File: src/design/dap_pkg.sv
package dap_pkg;

  // Address store size in bytes
  localparam int ADDR_BYTES = 64;
  localparam int LEN_W      = $clog2(ADDR_BYTES + 1);
  localparam int OUT_LEN_W  = 7;

  // Character codes
  localparam logic [7:0] CH_TAB    = 8'h09;
  localparam logic [7:0] CH_CR     = 8'h0D;
  localparam logic [7:0] CH_SPACE  = 8'h20;
  localparam logic [7:0] CH_DOLLAR = 8'h24;
  localparam logic [7:0] CH_DOT    = 8'h2E;
  localparam logic [7:0] CH_SLASH  = 8'h2F;
  localparam logic [7:0] CH_COLON  = 8'h3A;
  localparam logic [7:0] CH_TILDE  = 8'h7E;
  localparam logic [7:0] CH_0      = 8'h30;
  localparam logic [7:0] CH_9      = 8'h39;
  localparam logic [7:0] CH_UA     = 8'h41;
  localparam logic [7:0] CH_UF     = 8'h46;
  localparam logic [7:0] CH_LA     = 8'h61;
  localparam logic [7:0] CH_LF     = 8'h66;

  // Status codes
  localparam logic [2:0] ST_OK        = 3'd0;
  localparam logic [2:0] ST_BAD_CHAR  = 3'd1;
  localparam logic [2:0] ST_BAD_DOT   = 3'd2;
  localparam logic [2:0] ST_BAD_COLON = 3'd3;
  localparam logic [2:0] ST_NO_DOT    = 3'd4;
  localparam logic [2:0] ST_ODD_HEX   = 3'd5;
  localparam logic [2:0] ST_SHORT     = 3'd6;
  localparam logic [2:0] ST_OVERFLOW  = 3'd7;

  // Result kinds
  localparam logic KIND_BYTE   = 1'b0;
  localparam logic KIND_STATUS = 1'b1;

  typedef struct packed {
    logic                  hex_mode;
    logic [1:0]            chars_seen;
    logic [1:0]            dot_count;
    logic                  colon_seen;
    logic [1:0]            cur_seg;
    logic                  nib_pend;
    logic [3:0]            high_nib;
    logic [3:0][LEN_W-1:0] seg_len;
    logic [LEN_W-1:0]      total;
    logic                  trail_sp;
    logic [2:0]            first_err;
  } parse_state_t;

  typedef struct packed {
    logic                      kind;
    logic                      last;
    logic [7:0]                data_byte;
    logic [1:0]                seg;
    logic [2:0]                status;
    logic                      has_parent;
    logic [3:0][OUT_LEN_W-1:0] seg_len;
  } result_t;

endpackage

File: src/design/dap_step.sv
module dap_step import dap_pkg::*; (
  input  parse_state_t st,
  input  logic [7:0]   char_code,
  input  logic         eos,
  output parse_state_t st_next,
  output logic         byte_v,
  output result_t      byte_res,
  output logic         stat_v,
  output result_t      stat_res
);

  parse_state_t s;
  logic         blank;
  logic         first;
  logic         is_hex;
  logic [3:0]   nib;
  logic         text_ok;
  logic         want_put;
  logic [7:0]   put_val;
  logic [2:0]   st_code;

  always_comb begin
    blank   = (char_code == CH_SPACE) || (char_code inside {[CH_TAB:CH_CR]});
    is_hex  = char_code inside {[CH_0:CH_9], [CH_LA:CH_LF], [CH_UA:CH_UF]};
    nib     = (char_code inside {[CH_0:CH_9]}) ? char_code[3:0] : 4'(char_code[3:0] + 4'd9);
    text_ok = (char_code > CH_SPACE) && (char_code <= CH_TILDE) &&
              (char_code != CH_COLON) && (char_code != CH_SLASH) &&
              (char_code != CH_DOT) && (char_code != CH_DOLLAR);

    s        = st;
    first    = 1'b0;
    want_put = 1'b0;
    put_val  = char_code;
    byte_v   = 1'b0;
    byte_res = '0;
    byte_res.kind = KIND_BYTE;

    if (blank) begin
      s.trail_sp = 1'b1;
    end else begin
      first = (st.chars_seen == 2'd0) && !st.trail_sp;
      if (st.trail_sp) begin
        // whitespace was not trailing after all
        if (s.first_err == ST_OK) s.first_err = ST_BAD_CHAR;
        s.trail_sp   = 1'b0;
        s.chars_seen = 2'd2;
      end else if (st.chars_seen < 2'd2) begin
        s.chars_seen = 2'(st.chars_seen + 2'd1);
      end

      if (first && char_code == CH_DOLLAR) begin
        s.hex_mode = 1'b1;
      end else if (char_code == CH_DOT) begin
        if (s.dot_count > 2'd1 || (s.dot_count == 2'd1 && !s.colon_seen)) begin
          if (s.first_err == ST_OK) s.first_err = ST_BAD_DOT;
        end else begin
          if (s.nib_pend && s.first_err == ST_OK) s.first_err = ST_ODD_HEX;
          s.dot_count = 2'(s.dot_count + 2'd1);
          s.cur_seg   = 2'(s.cur_seg + 2'd1);
        end
      end else if (char_code == CH_COLON) begin
        if (s.colon_seen || s.dot_count == 2'd0) begin
          if (s.first_err == ST_OK) s.first_err = ST_BAD_COLON;
        end else begin
          if (s.nib_pend && s.first_err == ST_OK) s.first_err = ST_ODD_HEX;
          s.colon_seen = 1'b1;
          s.cur_seg    = 2'(s.cur_seg + 2'd1);
        end
      end else if (s.hex_mode) begin
        if (!is_hex) begin
          if (s.first_err == ST_OK) s.first_err = ST_BAD_CHAR;
        end else if (!s.nib_pend) begin
          s.high_nib = nib;
          s.nib_pend = 1'b1;
        end else begin
          s.nib_pend = 1'b0;
          want_put   = 1'b1;
          put_val    = {s.high_nib, nib};
        end
      end else if (text_ok) begin
        want_put = 1'b1;
      end else begin
        if (s.first_err == ST_OK) s.first_err = ST_BAD_CHAR;
      end
    end

    // byte emit, gated by a kept error and the store size
    if (want_put && s.first_err == ST_OK) begin
      if (s.total >= LEN_W'(ADDR_BYTES)) begin
        s.first_err = ST_OVERFLOW;
      end else begin
        byte_v             = 1'b1;
        byte_res.data_byte = put_val;
        byte_res.seg       = s.cur_seg;
        s.seg_len[s.cur_seg] = LEN_W'(s.seg_len[s.cur_seg] + 1'b1);
        s.total            = LEN_W'(s.total + 1'b1);
      end
    end

    if (s.chars_seen < 2'd2) begin
      st_code = ST_SHORT;
    end else if (s.first_err != ST_OK) begin
      st_code = s.first_err;
    end else if (s.dot_count == 2'd0 || (s.colon_seen && s.dot_count < 2'd2)) begin
      st_code = ST_NO_DOT;
    end else if (s.nib_pend) begin
      st_code = ST_ODD_HEX;
    end else begin
      st_code = ST_OK;
    end

    stat_v              = eos;
    stat_res            = '0;
    stat_res.kind       = KIND_STATUS;
    stat_res.last       = 1'b1;
    stat_res.status     = st_code;
    stat_res.has_parent = s.colon_seen;
    for (int i = 0; i < 4; i++) begin
      stat_res.seg_len[i] = OUT_LEN_W'(s.seg_len[i]);
    end

    st_next = eos ? parse_state_t'('0) : s;
  end

endmodule

File: src/design/dotted_address_text_parser.sv
// Dotted address text parser.
// Input stream (s_*): one character per item, s_tdata = char_code,
// s_tlast = end_of_string on the final character of a string.
// Output stream (m_*): converted address bytes (m_tuser = 0) followed, for
// the last character, by one status record (m_tuser = 1, m_tlast = 1)
// carrying the status code, parent flag and four segment lengths.
// Each accepted character is parsed in the cycle it is accepted; its zero,
// one or two results land in a four-entry output queue and are offered
// from the next cycle if the queue was empty.
// Throughput: one character per cycle while the queue has room for two
// results; s_tready is low when more than two results are queued. A stalled
// receiver fills the queue and then holds off the input, nothing is lost.
// Parser state returns to its reset values after every end-of-string item.
// Reset (rst, synchronous) clears the parser state and empties the queue.
module dotted_address_text_parser import dap_pkg::*; (
  input  logic        clk,
  input  logic        rst,
  input  logic        s_tvalid,
  output logic        s_tready,
  input  logic [7:0]  s_tdata,   // [7:0] char_code
  input  logic        s_tlast,   // end_of_string
  output logic        m_tvalid,
  input  logic        m_tready,
  // [7:0] data_byte, [9:8] segment_ordinal, [12:10] status_code,
  // [13] has_parent, [20:14] seg0_len, [27:21] seg1_len,
  // [34:28] seg2_len, [41:35] seg3_len, [47:42] zero
  output logic [47:0] m_tdata,
  output logic        m_tuser,   // result_kind
  output logic        m_tlast    // last_of_run
);

  parse_state_t st;
  parse_state_t st_next;
  logic         byte_v;
  logic         stat_v;
  result_t      byte_res;
  result_t      stat_res;

  dap_step u_step (
    .st        (st),
    .char_code (s_tdata),
    .eos       (s_tlast),
    .st_next   (st_next),
    .byte_v    (byte_v),
    .byte_res  (byte_res),
    .stat_v    (stat_v),
    .stat_res  (stat_res)
  );

  // Output queue
  result_t    q [4];
  logic [1:0] head;
  logic [1:0] wptr;
  logic [2:0] count;
  logic [2:0] count_next;
  logic       acc;
  logic       pop;
  logic [1:0] npush;
  result_t    push0;
  result_t    push1;
  result_t    hd;

  assign acc      = s_tvalid && s_tready;
  assign pop      = m_tvalid && m_tready;
  assign s_tready = (count <= 3'd2);
  assign m_tvalid = (count != 3'd0);

  always_comb begin
    npush = acc ? (2'(byte_v) + 2'(stat_v)) : 2'd0;
    push0 = byte_v ? byte_res : stat_res;
    push1 = stat_res;
    count_next = 3'(count + 3'(npush) - 3'(pop));
  end

  always_ff @(posedge clk) begin
    if (rst) begin
      st    <= '0;
      head  <= '0;
      wptr  <= '0;
      count <= '0;
    end else begin
      if (acc) st <= st_next;
      if (pop) head <= 2'(head + 2'd1);
      wptr  <= 2'(wptr + npush);
      count <= count_next;
    end
  end

  always_ff @(posedge clk) begin
    if (npush != 2'd0) q[wptr] <= push0;
    if (npush == 2'd2) q[2'(wptr + 2'd1)] <= push1;
  end

  assign hd      = q[head];
  assign m_tuser = hd.kind;
  assign m_tlast = hd.last;
  assign m_tdata = {6'd0, hd.seg_len[3], hd.seg_len[2], hd.seg_len[1], hd.seg_len[0],
                    hd.has_parent, hd.status, hd.seg, hd.data_byte};

endmodule
File: config.mk
export PLATFORM = sky130hd
export DESIGN_NAME = dotted_address_text_parser
export DESIGN_NICKNAME = d
export VERILOG_FILES = /design/src/design/dap_pkg.sv /design/src/design/dap_step.sv /design/src/design/dotted_address_text_parser.sv
export SDC_FILE = /design/constraint.sdc
export NUM_CORES = 1
export LEC_CHECK = 0
export ABC_AREA = 1
export BUFFER_PORTS_ARGS = -buffer_cell sky130_fd_sc_hd__buf_2
export CAP_MARGIN = 40
export CORE_UTILIZATION = 39
export DETAILED_ROUTE_END_ITERATION = 8
export PLACE_DENSITY = 0.56
export REMOVE_ABC_BUFFERS = 1
export SYNTH_ARGS = -nofsm -noshare
export SYNTH_HDL_FRONTEND = slang
export SYNTH_SLANG_ARGS = --single-unit
File: constraint.sdc
create_clock -name clk -period 4.7 [get_ports clk]
set_input_delay 0.94 -clock clk [delete_from_list [all_inputs] [get_ports clk]]
set_output_delay 0.94 -clock clk [all_outputs]
set_load 0.02 [all_outputs]
==> metrics.txt, run 1 <==
# TYPE chip_impl_metric gauge
chip_impl_info{name="status",value="completed"} 1
chip_impl_info{name="postSynth.topFlopCell",value="edfxtp_1"} 1
chip_impl_metric{name="first_global_vias",unit=""} 9240
chip_impl_info{name="worstSetupPathType",value="primary input to flip-flop"} 1
chip_impl_metric{name="die-area",unit="um2"} 29600
chip_impl_metric{name="worst_hold_slack_across_all_endpoints",unit="ns"} 0.451
chip_impl_metric{name="place_hpwl",unit="mm"} 20.9
chip_impl_metric{name="route.detailed.drc",unit=""} 0
chip_impl_metric{name="cts_hold_buffers",unit=""} 0
chip_impl_metric{name="synth_edf_count",unit=""} 128
chip_impl_metric{name="synth_warnings",unit=""} 0
chip_impl_metric{name="post-route-cell-area",unit="um2"} 12900
chip_impl_metric{name="synth_async_sr_flop_share",unit="%"} 0
chip_impl_info{name="cpMostUsedCell",value="nand2_1"} 1
chip_impl_metric{name="grt_start_max_net_pins",unit=""} 87
chip_impl_metric{name="routed_via_density",unit=""} 5.22
chip_impl_info{name="r2r_start",value="st[48]$_SDFFE_PP0P_"} 1
chip_impl_metric{name="synth_seq_area_share",unit="%"} 52.8
chip_impl_metric{name="r2r_slack",unit="ns"} 0.96
chip_impl_metric{name="synthesized_instance_count",unit=""} 1421
chip_impl_metric{name="rows",unit=""} 61
chip_impl_metric{name="globalRouteTotalUtil",unit="%"} 21.8
chip_impl_info{name="ys_top_cells_by_area",value="edfxtp_1 34%, dfxtp_1 19%, nand2_1 9.4%"} 1
chip_impl_info{name="crit_path_cell_trace",value="buf_2 -> inv_1 -> ha_1 -> inv_1 -> nor2_1 -> nand3_2 -> nand2_1 -> nand2_1 -> nand2_1 -> o21ai_0 -> nand2_1 -> nand2_1 -> inv_2 -> ha_1 -> xor2_1 -> nand2_1 -> nand2_1 -> nor2_1"} 1
chip_impl_metric{name="worst_pin_slew",unit="ns"} 0.941
chip_impl_info{name="tritoncts",value="yes"} 1
chip_impl_metric{name="totalNegativeSetupSlack",unit="ns"} 0
chip_impl_metric{name="reg2regPathDepth",unit=""} 16
chip_impl_metric{name="chipHeight",unit="um"} 172
chip_impl_metric{name="report.final.slew_viol_count",unit=""} 0
chip_impl_metric{name="finalHoldViolCount",unit=""} 0
chip_impl_metric{name="global_route_wire_length_before_repair",unit="mm"} 50.4
chip_impl_metric{name="post_dp_cell_area",unit="um2"} 12100
chip_impl_metric{name="worst_clock_skew",unit="ns"} 0.0122
chip_impl_info{name="holdCritPathClass",value="flip-flop to flip-flop"} 1
chip_impl_metric{name="clock-sinks",unit=""} 233
chip_impl_metric{name="area_occupied_by_multi_input_gates",unit="um2"} 4600
chip_impl_metric{name="power.density",unit="nW/um2"} 462
chip_impl_metric{name="fill_cells",unit=""} 2844
chip_impl_metric{name="report.final.setup_viol",unit=""} 0
chip_impl_metric{name="global_route.overflow_total",unit=""} 0
chip_impl_info{name="cts_root_buffer",value="clkbuf_16"} 1
chip_impl_metric{name="detailed_routing_iteration_count_for_the_pre_antenna_repair_pass",unit=""} 6
chip_impl_info{name="yosysTopAreaCell",value="edfxtp_1"} 1
chip_impl_metric{name="critical_path_required",unit="ns"} 4.97
chip_impl_metric{name="initial_core_util",unit="%"} 40.1
chip_impl_metric{name="slew_headroom",unit="%"} 37.3
chip_impl_metric{name="drt_iter0_drc",unit=""} 853
chip_impl_metric{name="final_min_period_over_clock_period",unit="%"} 86.1
chip_impl_info{name="worstHoldEndpoint",value="q[2][42]$_SDFFE_PP1P_"} 1
chip_impl_info{name="cell_types_with_the_highest_counts_after_synthesis",value="283 x nand2_1, 277 x nor2_1, 153 x o21ai_0, 128 x edfxtp_1, 111 x nand3_1"} 1
chip_impl_metric{name="die_w",unit="um"} 172
chip_impl_metric{name="hold_depth",unit=""} 2
chip_impl_info{name="crit_path_top_delay_cell",value="xor2_1"} 1
chip_impl_metric{name="finalCriticalPeriod",unit="ns"} 4.05
chip_impl_metric{name="grt_antenna_before_repair",unit=""} 0
chip_impl_metric{name="static-leakage-power",unit="uW"} 0.00496
chip_impl_metric{name="synth.avg_cell_area",unit="um2"} 7.93
chip_impl_info{name="timing.critical_path.to_type",value="flip-flop"} 1
chip_impl_metric{name="h-tree-depth",unit=""} 1
chip_impl_metric{name="post_synth_design_cell_area",unit="um2"} 11300
chip_impl_metric{name="cts.repair_timing.setup_buffer_count",unit=""} 0
chip_impl_metric{name="floorplan.core_area",unit="um2"} 28100
chip_impl_metric{name="critPathMaxFanout",unit=""} 13
chip_impl_metric{name="yosysUniqueCellTypes",unit=""} 34
chip_impl_metric{name="vdd_drop_max",unit="V"} 0.000306
chip_impl_metric{name="critical_path.max_stage_delay",unit="ns"} 0.42
chip_impl_metric{name="gpl.final_weighted_congestion",unit=""} 0.851
chip_impl_metric{name="num-nets-final",unit=""} 1499
chip_impl_metric{name="worst_setup_hold_path_clk_slew",unit="ns"} 0.06
chip_impl_metric{name="layout.area.seq",unit="um2"} 5950
chip_impl_metric{name="clkLatencyLatePin",unit="ns"} 0.52
chip_impl_metric{name="drt.antenna.violating_nets",unit=""} 0
chip_impl_metric{name="route.vias.total",unit=""} 9751
chip_impl_metric{name="wp_data_arrival",unit="ns"} 4.32
chip_impl_info{name="yosys.cell_count.top_type",value="nand2_1"} 1
chip_impl_info{name="crit_path_start",value="s_tdata[0]"} 1
chip_impl_info{name="rsz_0062_raised_after_global_routing",value="false"} 1
chip_impl_metric{name="synth.ff_latch_count",unit=""} 233
chip_impl_metric{name="drive_gt1_share",unit="%"} 9.86
chip_impl_metric{name="cts_buffers",unit=""} 26
chip_impl_metric{name="synth_top_area_share",unit="%"} 34.1
chip_impl_info{name="timing.hold.worst.start",value="q[2][42]$_SDFFE_PP1P_"} 1
chip_impl_metric{name="finalCoreUtilization",unit="%"} 45.9
chip_impl_metric{name="antenna_cells_inserted",unit=""} 0
chip_impl_metric{name="floorplan.io_pins",unit=""} 65
chip_impl_metric{name="clockBufferDepth",unit=""} 3
chip_impl_metric{name="cts-resized-gates",unit=""} 0
chip_impl_metric{name="area_delta_synth_final",unit="%"} 14.4
chip_impl_info{name="regToRegEndpoint",value="q[0][9]$_DFFE_PP_"} 1
chip_impl_metric{name="count_of_max_cap_constraint_violations",unit=""} 0
chip_impl_metric{name="maximum_clock_rate",unit="MHz"} 247
chip_impl_metric{name="io_buf_count",unit=""} 58
chip_impl_info{name="setup.worst_path.start_class",value="primary input"} 1
chip_impl_metric{name="wirelength",unit="mm"} 31.6
chip_impl_metric{name="drt-wirelength-per-cell",unit="um"} 16.9
[critical path: cells and delay by family]
kind	cells	cell delay, ns
adder cells (fa/ha/maj)	2	0.51
buffers and inverters	4	0.52
AO/OA/AOI/OAI	1	0.23
AND/OR/NAND/NOR	10	1.71
XOR/XNOR	1	0.42
[metrics by stage]
stage / total power (uW) / instances / setup slack [ns]
2_1_floorplan: 3420 / 1349 / -1.01
3_3_place_gp: 4020 / 1821 / 0.207
3_5_place_dp: 4030 / 1821 / 0.231
4_1_cts: 6010 / 1869 / 0.766
5_1_grt: 6270 / 1869 / 0.314
6_report: 5960 / 1869 / 0.653
[routing by layer]
| metal | wire [um] | vias up | GRT usage, % |
|---|---|---|---|
| met5 | 0 | - | 0 |
| met2 | 14100 | 242 | 33.9 |
| met1 | 15400 | 4646 | 32.3 |
| li1 | - | 4823 | - |
| met4 | 393 | 0 | 4.23 |
| met3 | 1680 | 40 | 2.88 |
[cell families (layout without fill, tap and decap cells)]
group           Yosys count  count (layout)  share of synthesized area [%]
compound gates          275             275                           12.9
xor+xnor                  8               8                          0.622
fa+ha+maj                15              15                           1.73
buf+inv                 189             254                           6.74
flops                   233             233                           52.8
other cells               1               6                         0.0333
simple gates            700             700                           25.2
[state kept, by name, summed over array words and instances (netlist names), named ones only]
name   count
q        172
st        52
count      3
head       2
wptr       2
[cells in the final DEF, fill, tap and decap left out, types with 2 or more instances in the layout]
cell type and instances:
buf_12 4, nor2_1 276, a211oi_1 3, dfxtp_1 104, clkbuf_8 5, clkbuf_16 28, clkinv_2 4, buf_4 32
nand2_1 283, o211ai_1 4, nand3b_1 4, xnor2_1 2, o21ai_0 153, xor2_1 6, nand3_1 111, o22ai_1 44
buf_2 58, clkbuf_1 10, o21ai_2 4, edfxtp_1 128, inv_2 5, a31oi_1 3, nand4_1 4, conb_1 6
ha_1 14, nor2b_1 4, inv_1 106, nor3_1 12, a21oi_1 62
[layout make-up]
class | instances | area share [%]
clock buffer | 43 | 6.26
clock inverter | 5 | 0.223
inverter | 112 | 3.26
multi-input combinational | 1004 | 35.7
sequential | 233 | 46.1
tap | 378 | 3.67
timing repair buffer | 94 | 4.74
[where the power goes]
group / total [uW] / internal (uW) / switching, uW
Sequential: 2390 / 2320 / 74.5
Clock: 1980 / 1170 / 808
Combinational: 1590 / 460 / 1130
Total: 5960 / 3950 / 2010
[how the worst max path moves through the flow]
stage                              end  slack, ns  cells past startpoint
floorplan            q[0][0]$_DFFE_PP_      -1.01                     20
global placement     q[0][9]$_DFFE_PP_       0.21                     18
detailed placement   q[1][2]$_DFFE_PP_       0.23                     18
CTS                  q[1][2]$_DFFE_PP_       0.77                     18
global route        q[3][14]$_DFFE_PP_       0.31                     23
finish               q[0][9]$_DFFE_PP_       0.65                     18
Note: power is estimated with default switching activity, not from simulation.
==> run 2: changes to the inputs <==
--- a/config.mk
+++ b/config.mk
@@ -8,9 +8,9 @@
 export ABC_AREA = 1
 export BUFFER_PORTS_ARGS = -buffer_cell sky130_fd_sc_hd__buf_2
 export CAP_MARGIN = 40
-export CORE_UTILIZATION = 39
+export CORE_UTILIZATION = 40
 export DETAILED_ROUTE_END_ITERATION = 8
-export PLACE_DENSITY = 0.56
+export PLACE_DENSITY = 0.57
 export REMOVE_ABC_BUFFERS = 1
 export SYNTH_ARGS = -nofsm -noshare
 export SYNTH_HDL_FRONTEND = slang
==> constraint.sdc (replaced) <==
create_clock -name clk -period 4.7 [get_ports clk]
set_input_delay 0.94 -clock clk [delete_from_list [all_inputs] [get_ports clk]]
set_output_delay 0.94 -clock clk [all_outputs]
set_load 0.005 [all_outputs]
==> metrics.txt, run 2 (same netlist as run 1, synthesis figures left out) <==
# TYPE chip_impl_metric gauge
chip_impl_info{name="crit_path_top_delay_cell",value="buf_4"} 1
chip_impl_info{name="crit_path_cell_trace",value="buf_2 -> inv_1 -> ha_1 -> inv_1 -> nand3_1 -> nand3_1 -> nand3_1 -> ha_1 -> nand2_1 -> nand2_1 -> nand4_1 -> nor2_1 -> nand4_2 -> inv_2 -> ha_1 -> o21ai_0 -> nor3_1 -> inv_1 -> nand2_1 -> o21ai_2 -> buf_4 -> nor2_1"} 1
chip_impl_metric{name="report.final.setup_viol",unit=""} 0
chip_impl_metric{name="critical_path_required",unit="ns"} 4.96
chip_impl_metric{name="reg2regPathDepth",unit=""} 19
chip_impl_metric{name="clockBufferDepth",unit=""} 3
chip_impl_metric{name="place_hpwl",unit="mm"} 20.4
chip_impl_metric{name="dp.cells",unit=""} 1818
chip_impl_metric{name="finalCriticalPeriod",unit="ns"} 4.04
chip_impl_metric{name="clock-sinks",unit=""} 233
chip_impl_info{name="setup.worst_path.start_class",value="primary input"} 1
chip_impl_metric{name="global_route_wire_length_before_repair",unit="mm"} 49.8
chip_impl_metric{name="chipHeight",unit="um"} 170
chip_impl_metric{name="maximum_clock_rate",unit="MHz"} 248
chip_impl_metric{name="h-tree-depth",unit=""} 1
chip_impl_metric{name="grt_antenna_before_repair",unit=""} 1
chip_impl_metric{name="worst_setup_hold_path_clk_slew",unit="ns"} 0.06
chip_impl_metric{name="finalHoldViolCount",unit=""} 0
chip_impl_info{name="maxUsedRoutingLayer",value="met4"} 1
chip_impl_metric{name="clkLatencyLatePin",unit="ns"} 0.53
chip_impl_metric{name="first_global_vias",unit=""} 9057
chip_impl_metric{name="m1WireLength",unit="mm"} 15.2
chip_impl_metric{name="global_route.overflow_total",unit=""} 0
chip_impl_metric{name="report.final.slew_viol_count",unit=""} 0
chip_impl_metric{name="route.vias.total",unit=""} 9693
chip_impl_metric{name="cts-resized-gates",unit=""} 0
chip_impl_metric{name="drt-wirelength-per-cell",unit="um"} 16.9
chip_impl_metric{name="io_buf_count",unit=""} 58
chip_impl_metric{name="die-area",unit="um2"} 28800
chip_impl_info{name="status",value="completed"} 1
chip_impl_metric{name="area_delta_synth_final",unit="%"} 13.7
chip_impl_metric{name="wp_data_arrival",unit="ns"} 4.30
chip_impl_metric{name="route.met2.wl",unit="mm"} 13.9
chip_impl_metric{name="post-route-cell-area",unit="um2"} 12800
chip_impl_info{name="rsz_0062_raised_after_global_routing",value="false"} 1
chip_impl_metric{name="vdd_drop_max",unit="V"} 0.000269
chip_impl_info{name="r2r_start",value="st[48]$_SDFFE_PP0P_"} 1
chip_impl_metric{name="floorplan.io_pins",unit=""} 65
chip_impl_metric{name="cts.repair_timing.setup_buffer_count",unit=""} 0
chip_impl_info{name="largest_register",value="q"} 1
chip_impl_metric{name="stdcell_count",unit=""} 1864
chip_impl_metric{name="static-leakage-power",unit="uW"} 0.00491
chip_impl_metric{name="crit_cells",unit=""} 22
chip_impl_info{name="most_common_cell_after_layout_fill_and_taps_aside",value="nand2_1"} 1
chip_impl_metric{name="die_w",unit="um"} 170
chip_impl_metric{name="post_dp_cell_area",unit="um2"} 12000
chip_impl_metric{name="worst_clock_skew",unit="ns"} 0.0198
chip_impl_info{name="holdCritPathClass",value="flip-flop to flip-flop"} 1
chip_impl_metric{name="drt.antenna.violating_nets",unit=""} 0
chip_impl_info{name="tritoncts",value="yes"} 1
chip_impl_metric{name="critPathMaxFanout",unit=""} 33
chip_impl_metric{name="power.density",unit="nW/um2"} 441
chip_impl_info{name="cts_root_buffer",value="clkbuf_16"} 1
chip_impl_metric{name="route.detailed.drc",unit=""} 0
chip_impl_metric{name="met3_length",unit="mm"} 1.88
chip_impl_metric{name="count_of_max_cap_constraint_violations",unit=""} 0
chip_impl_info{name="crit_path_start",value="s_tdata[1]"} 1
chip_impl_metric{name="floorplan.core_area",unit="um2"} 27800
chip_impl_metric{name="totalNegativeSetupSlack",unit="ns"} 0
chip_impl_info{name="critPathCapture",value="q[0][26]$_DFFE_PP_"} 1
chip_impl_metric{name="critical_path.max_stage_delay",unit="ns"} 0.40
chip_impl_metric{name="cts_hold_buffers",unit=""} 0
chip_impl_info{name="largest_registers",value="q x172, st x52, count x3"} 1
chip_impl_info{name="timing.critical_path.to_type",value="flip-flop"} 1
chip_impl_metric{name="drt_iter0_drc",unit=""} 959
chip_impl_metric{name="final_min_period_over_clock_period",unit="%"} 85.9
chip_impl_metric{name="globalRouteTotalUtil",unit="%"} 22.1
chip_impl_metric{name="fill_cells",unit=""} 2843
chip_impl_info{name="worstSetupPathType",value="primary input to flip-flop"} 1
chip_impl_metric{name="antenna_cells_inserted",unit=""} 0
chip_impl_metric{name="largest_register_ff_count",unit=""} 172
chip_impl_metric{name="gpl.final_weighted_congestion",unit=""} 0.878
chip_impl_metric{name="slew_headroom",unit="%"} 40.8
chip_impl_metric{name="rows",unit=""} 61
chip_impl_metric{name="routed_via_density",unit=""} 5.20
chip_impl_metric{name="worst_pin_slew",unit="ns"} 0.888
chip_impl_metric{name="num-nets-final",unit=""} 1496
chip_impl_info{name="family_with_the_most_delay_on_the_worst_path",value="simple AND/OR/NAND/NOR gates"} 1
chip_impl_metric{name="critical_path.n_buffers_inverters",unit=""} 6
chip_impl_metric{name="r2r_slack",unit="ns"} 1.09
chip_impl_metric{name="cts_buffers",unit=""} 26
chip_impl_metric{name="drive_gt1_share",unit="%"} 9.56
chip_impl_metric{name="grt_start_max_net_pins",unit=""} 87
chip_impl_metric{name="initial_core_util",unit="%"} 40.6
chip_impl_metric{name="wirelength",unit="mm"} 31.5
chip_impl_info{name="regToRegEndpoint",value="q[0][26]$_DFFE_PP_"} 1
chip_impl_info{name="most-common-layout-cells",value="283 x nand2_1, 276 x nor2_1, 153 x o21ai_0"} 1
chip_impl_metric{name="detailed_routing_iteration_count_for_the_pre_antenna_repair_pass",unit=""} 5
[run 2: changes by cell type in the layout (fill, tap and decap cells not counted), moves of 2 or more]
cell / delta
clkbuf_1: -6
clkinv_1: +6
clkbuf_8: -3
buf_4: -2
clkbuf_16: -2
[run 2: worst min-delay path, stage by stage (launching register included)]
cell	delay, ns
dfxtp_1	0.31
nand2_1	0.06
nand2_1	0.04
[run 2: stage by stage]
step / power, uW / setup WS, ns / util [%] / hold slack (ns)
5_1_grt: 5970 / 0.326 / 46.1 / 0.464
3_3_place_gp: 3780 / 0.274 / 43.3 / 0.437
4_1_cts: 5710 / 0.689 / 46.1 / 0.451
3_5_place_dp: 3790 / 0.155 / 43.3 / 0.437
2_1_floorplan: 3190 / -1.01 / - / 0.422
6_report: 5650 / 0.660 / 46.1 / 0.450
[run 2: how the worst min path moves through the flow]
stage / start / to / cells after the start
final: q[2][42]$_SDFFE_PP1P_ / q[2][42]$_SDFFE_PP1P_ / 2
after global routing: q[2][42]$_SDFFE_PP1P_ / q[2][42]$_SDFFE_PP1P_ / 2
after CTS: q[2][42]$_SDFFE_PP1P_ / q[2][42]$_SDFFE_PP1P_ / 2
after detailed placement: q[2][42]$_SDFFE_PP1P_ / q[2][42]$_SDFFE_PP1P_ / 2
after global placement: q[2][42]$_SDFFE_PP1P_ / q[2][42]$_SDFFE_PP1P_ / 2
after floorplan: q[1][42]$_SDFFE_PP1N_ / q[1][42]$_SDFFE_PP1N_ / 2
[run 2: area by class of cell]
class | instances | area [um2] | area share, %
Clock inverter | 13 | 97.6 | 0.762
Multi-Input combinational cell | 1004 | 4600 | 35.9
Tap cell | 378 | 473 | 3.69
Sequential cell | 233 | 5950 | 46.4
Timing Repair Buffer | 91 | 576 | 4.49
Clock buffer | 33 | 701 | 5.47
Inverter | 112 | 420 | 3.28
[run 2: per-layer routing]
metal	vias up	track usage (%)
met2	281	34.6
met4	0	4.39
met5	-	0
met3	41	2.72
met1	4554	32.8
li1	4817	-
[run 2: power by group]
part | total, uW | leakage [uW] | internal, uW | switching, uW
logic | 1350 | 0.00246 | 446 | 908
registers | 2390 | 0.00205 | 2320 | 65.7
clock network | 1910 | 0.000395 | 1100 | 807
total | 5650 | 0.00491 | 3870 | 1780
